<file path="src/assert_macros.svh">
`ifndef ASSERT_MACROS_SVH
`define ASSERT_MACROS_SVH

// Immediate-cycle check on clk_i, off while rst_ni is low.
`define TCCW_ASSERT(label, prop, msg) \
  label: assert property (@(posedge clk_i) disable iff (!rst_ni) prop) else $error(msg);

// Same-cycle implication.
`define TCCW_ASSERT_IMPL(label, ante, cons, msg) \
  `TCCW_ASSERT(label, (ante) |-> (cons), msg)

// Next-cycle implication.
`define TCCW_ASSERT_NEXT(label, ante, cons, msg) \
  `TCCW_ASSERT(label, (ante) |=> (cons), msg)

`endif

</file>
<file path="src/tccw_pkg.sv">
package tccw_pkg;

  localparam int OP_W   = 2;
  localparam int CHAR_W = 8;
  localparam int ATTR_W = 8;
  localparam int IDX_W  = 11;
  localparam int CELL_W = 16;

  localparam logic [OP_W-1:0] OPC_PUT   = 2'd0;
  localparam logic [OP_W-1:0] OPC_BKSP  = 2'd1;
  localparam logic [OP_W-1:0] OPC_CLEAR = 2'd2;
  localparam logic [OP_W-1:0] OPC_READ  = 2'd3;

  localparam logic [CHAR_W-1:0] CH_TAB   = 8'd9;
  localparam logic [CHAR_W-1:0] CH_LF    = 8'd10;
  localparam logic [CHAR_W-1:0] CH_CR    = 8'd13;
  localparam logic [CHAR_W-1:0] CH_SPACE = 8'h20;

  localparam logic [ATTR_W-1:0] BLINK_BIT       = 8'h80;
  localparam logic [ATTR_W-1:0] NORMAL_ATTR_RST = 8'd15;

  typedef enum logic [3:0] {
    ST_INIT,
    ST_IDLE,
    ST_PLAIN,
    ST_LINE,
    ST_SCROLL,
    ST_SCDRAIN,
    ST_FIN,
    ST_CLEAR,
    ST_BS_CHK,
    ST_RDW,
    ST_DONE
  } state_e;

  typedef struct packed {
    logic [CELL_W-1:0] cell_value;
    logic [IDX_W-1:0]  cursor_pos;
    logic              scrolled;
  } result_t;

endpackage

</file>
<file path="src/tccw_out_if.sv">
interface tccw_out_if import tccw_pkg::*; ();
  logic              valid;
  logic              ready;
  logic [CELL_W-1:0] cell_value;
  logic [IDX_W-1:0]  cursor_pos;
  logic              scrolled;

  modport source (output valid, cell_value, cursor_pos, scrolled, input ready);
  modport sink (input valid, cell_value, cursor_pos, scrolled, output ready);
endinterface

</file>
<file path="src/tccw_out_reg.sv">
module tccw_out_reg import tccw_pkg::*; (
  input  logic       clk_i,
  input  logic       rst_ni,
  input  logic       ld_valid_i,
  output logic       ld_ready_o,
  input  result_t    ld_data_i,
  tccw_out_if.source out_o
);

  logic    valid_q, valid_d;
  result_t data_q;

  // can load when empty or when the held response leaves this cycle
  assign ld_ready_o = !valid_q || out_o.ready;

  always_comb begin
    valid_d = valid_q;
    if (ld_valid_i && ld_ready_o) begin
      valid_d = 1'b1;
    end else if (out_o.ready) begin
      valid_d = 1'b0;
    end
  end

  always_ff @(posedge clk_i or negedge rst_ni) begin
    if (!rst_ni) begin
      valid_q <= 1'b0;
    end else begin
      valid_q <= valid_d;
    end
  end

  always_ff @(posedge clk_i) begin
    if (ld_valid_i && ld_ready_o) begin
      data_q <= ld_data_i;
    end
  end

  assign out_o.valid      = valid_q;
  assign out_o.cell_value = data_q.cell_value;
  assign out_o.cursor_pos = data_q.cursor_pos;
  assign out_o.scrolled   = data_q.scrolled;

endmodule
</file>
<file path="src/flat_wrapper.sv">
// flat-port wrapper written by rule: the top's interface ports become plain ports
module tccw_out_reg_flat import tccw_pkg::*;
  (clk_i, rst_ni, ld_valid_i, ld_ready_o, ld_data_i, out_o_valid, out_o_cell_value, out_o_cursor_pos, out_o_scrolled, out_o_ready);
  tccw_out_if out_o_i ();
  input  logic clk_i;
  input  logic rst_ni;
  input  logic ld_valid_i;
  output logic ld_ready_o;
  input  result_t ld_data_i;
  output wire logic [$bits(out_o_i.valid)-1:0] out_o_valid;
  output wire logic [$bits(out_o_i.cell_value)-1:0] out_o_cell_value;
  output wire logic [$bits(out_o_i.cursor_pos)-1:0] out_o_cursor_pos;
  output wire logic [$bits(out_o_i.scrolled)-1:0] out_o_scrolled;
  input wire logic [$bits(out_o_i.ready)-1:0] out_o_ready;
  assign out_o_valid = out_o_i.valid;
  assign out_o_cell_value = out_o_i.cell_value;
  assign out_o_cursor_pos = out_o_i.cursor_pos;
  assign out_o_scrolled = out_o_i.scrolled;
  assign out_o_i.ready = out_o_ready;
  tccw_out_reg u_core (.clk_i(clk_i), .rst_ni(rst_ni), .ld_valid_i(ld_valid_i), .ld_ready_o(ld_ready_o), .ld_data_i(ld_data_i), .out_o(out_o_i));
endmodule
</file>
<file path="config.mk">
export PLATFORM = sky130hd
export DESIGN_NAME = tccw_out_reg_flat
export DESIGN_NICKNAME = d
export VERILOG_FILES = /design/src/assert_macros.svh /design/src/tccw_pkg.sv /design/src/tccw_out_if.sv /design/src/tccw_out_reg.sv /design/src/flat_wrapper.sv
export SDC_FILE = /design/constraint.sdc
export NUM_CORES = 1
export LEC_CHECK = 0
export ABC_AREA = 1
export BUFFER_PORTS_ARGS = -buffer_cell sky130_fd_sc_hd__buf_2
export CORE_MARGIN = 8
export CORE_UTILIZATION = 40
export DETAILED_ROUTE_END_ITERATION = 8
export HOLD_SLACK_MARGIN = 0.02
export PLACE_DENSITY = 0.8
export SETUP_SLACK_MARGIN = 0.15
export SLEW_MARGIN = 25
export SYNTH_ARGS = -nofsm -noshare
export SYNTH_HDL_FRONTEND = slang
export SYNTH_SLANG_ARGS = --single-unit
export TNS_END_PERCENT = 10
</file>
<file path="constraint.sdc">
create_clock -name clk_i -period 3.5 [get_ports clk_i]
set_input_delay 0.175 -clock clk_i [delete_from_list [all_inputs] [get_ports clk_i]]
set_output_delay 0.175 -clock clk_i [all_outputs]
set_load 0.02 [all_outputs]
</file>
==> results.cfg <==
[run_status]
run_status = completed

[power]
comb_power_share = 0.127
power_dissipated_by_switching_net_loads_mw = 0.145
switching_share = 0.221
overall_power_mw = 0.657
leak_pwr_nw = 0.624
power.internal_mw = 0.512
p_per_area_mw_per_mm2 = 462
clockPowerShare = 0.253
vdd_drop_max_mv = 0.265
power.share.sequential = 0.620

[floorplan]
die-area_mm2 = 0.00398
fp.dieH_um = 63.1
fp.dieW_um = 63.1
boundaryPins = 62
placeable_core_area_mm2 = 0.00215
starting_utilization_of_the_core_area = 0.412
std_cell_rows = 17

[routing]
drcViolationCount = 0
post_drt_via_cell_ratio = 4.13
detail_route.iter0.violations = 7
detail_route.wirelength_mm = 2.09
drt-pass1-iter-count = 2
routed_length_per_instance_um = 14.4
drt.antenna.violating_nets = 0
detailroute.via_count = 599

[clocking]
post_cts_resized = 0
postCtsSetupRepairBufs = 0
cts-buffers-inserted = 5
clock_tree_from_tritoncts = built
holdBufCountCts = 4
root_buffer = sky130_fd_sc_hd__clkbuf_4
clock_edge_transition_at_the_registers_on_the_reported_setup_and_hold_paths_ps = 80
cts-root-to-sink-buffers = 2
htree_num_levels = 2
worst_skew_pair_latency_ps = 310
cts_sinks = 29

[setup_path]
worst-path-max-fanout = 28
timing.critical_path.from_type = register
endpoint_kind_of_the_worst_setup_timing_path = register
required_ps = 3480
setup.worst_path.class = reg -> reg
worstPathArrival_ps = 1170
regToRegSetupSlack_ps = 2310

[synth]
postSynthAreaPerCell_um2 = 26.1
post_synth_inst_count = 34
yosysTopAreaCellShare = 0.949
ys_seq_elements = 29
syn-num-nets = 66
syn_area_um2 = 886
synth.yosys.seq_area_share = 0.977
ys.warnings.count = 0
netlist-cell-type-count = 5
synthDominantAreaCellType = sky130_fd_sc_hd__edfxtp_1
ys_top_cells_by_area = sky130_fd_sc_hd__edfxtp_1 95%, sky130_fd_sc_hd__dfrtp_1 2.8%, sky130_fd_sc_hd__inv_1 0.85%

[final_layout]
finalNetCount = 149
antenna-diode-count = 0
final_core_util = 0.662
area.growth.synth_to_final_pct = 60.6
layout-drive-gt1-share = 0.581
post_layout_nonfiller_instances = 145

[timing]
maxSlewViolCount = 0
rsz0062_at_grt = false
achievable-frequency_ghz = 0.837
period_minus_slack_ps = 1190
timing.final.hold_violations = 0
maxSlewHeadroom = 0.779
pin_slew_with_the_least_headroom_to_its_limit_ps = 331
setup_viol = 0
fin_crit_sh = 0.341
final.setup_skew_ps = 2.84
hold-worst-slack_ps = 41.1
setup_tns_final_ps = 0

[place]
dp_cells = 124
rd_place_congestion = 0.750
port_buffers = 61

[grt]
antenna_found_initial = 0
number_of_global_route_vias_before_repair = 604
grt_first_pass_wirelength_mm = 3.08
grt_util_all_layers = 0.107
grt_overflow = 0
pin_count_of_the_biggest_net_entering_global_routing = 29

[job]
maxCapViolCount = 0

[min_path]
hp-class = in -> reg
## state kept, by name (all words and copies together), names as in the netlist
| signal | count |
|---|---|
| u_core.out_o.cell_value | 16 |
| u_core.out_o.cursor_pos | 11 |
| u_core.out_o.scrolled | 1 |
| u_core.out_o.valid | 1 |
## cells in the final DEF, fill, tap and decap left out, drive strengths merged
cell	netlist	layout
nand2	2	2
a21oi	1	1
dfrtp	1	1
clkbuf	0	6
buf	0	62
clkinv	0	1
edfxtp	28	28
inv	2	2
dlygate4sd3	0	14
## through the flow
step                      instance area [um2]  setup slack, ps
after floorplan                           886             1170
after global placement                   1240             2330
after detailed placement                 1240             2310
after CTS                                1320             2290
after global routing                     1420             2250
final                                    1420             2310
## cells in the mapped netlist
cell,number
sky130_fd_sc_hd__nand2_1,2
sky130_fd_sc_hd__dfrtp_1,1
sky130_fd_sc_hd__edfxtp_1,28
sky130_fd_sc_hd__a21oi_1,1
sky130_fd_sc_hd__inv_1,2
## logic make-up (layout without fill, tap and decap cells)
kind of cell           after synthesis  after routing  synth area share
flip-flops                          29             29             0.977
AND/OR/NAND/NOR                      2              2           0.00848
buffers and inverters                2             85           0.00848
AO/OA/AOI/OAI                        1              1           0.00564
## worst max-delay path: stages (launching register included)
cell	delay, ps
sky130_fd_sc_hd__dfrtp_1	400
sky130_fd_sc_hd__a21oi_2	130
sky130_fd_sc_hd__buf_4	320
## area by class of cell
| type | instances | area, um2 |
|---|---|---|
| flip-flops and latches | 29 | 866 |
| clock inverters | 1 | 3.75 |
| fillers | 166 | 726 |
| well taps | 28 | 35.0 |
| inverters | 2 | 7.51 |
| repair buffers | 76 | 453 |
| clock buffers | 6 | 41.3 |
| multi-input cells | 3 | 16.3 |
## worst paths after layout
kind,cells after the start,end,start
setup / recovery,2,u_core.out_o.cursor_pos[1],u_core.out_o.valid
hold / removal,1,u_core.out_o.cell_value[15],ld_data_i[27]
setup reg to reg,2,u_core.out_o.cursor_pos[1],u_core.out_o.valid
hold reg to reg,2,u_core.out_o.valid,u_core.out_o.valid
max in group asynchronous,2,u_core.out_o.valid,rst_ni
min in group asynchronous,2,u_core.out_o.valid,rst_ni
## power by group through the flow
stage | sequential, mW | combinational, mW | clock (mW)
2_1_floorplan | 0.441 | 0.00855 | 0
3_3_place_gp | 0.415 | 0.0698 | 0
3_5_place_dp | 0.415 | 0.0723 | 0
4_1_cts | 0.407 | 0.0757 | 0.176
5_1_grt | 0.409 | 0.0894 | 0.192
6_report | 0.407 | 0.0834 | 0.166
## per-layer routing
metal / vias up / wire length, um / GRT usage
li1: 295 / - / -
met1: 252 / 758 / 0.0940
met5: - / 0 / 0
met3: 6 / 366 / 0.110
met2: 46 / 912 / 0.149
met4: 0 / 53 / 0.0684
Power figures use the tool's default switching activity.
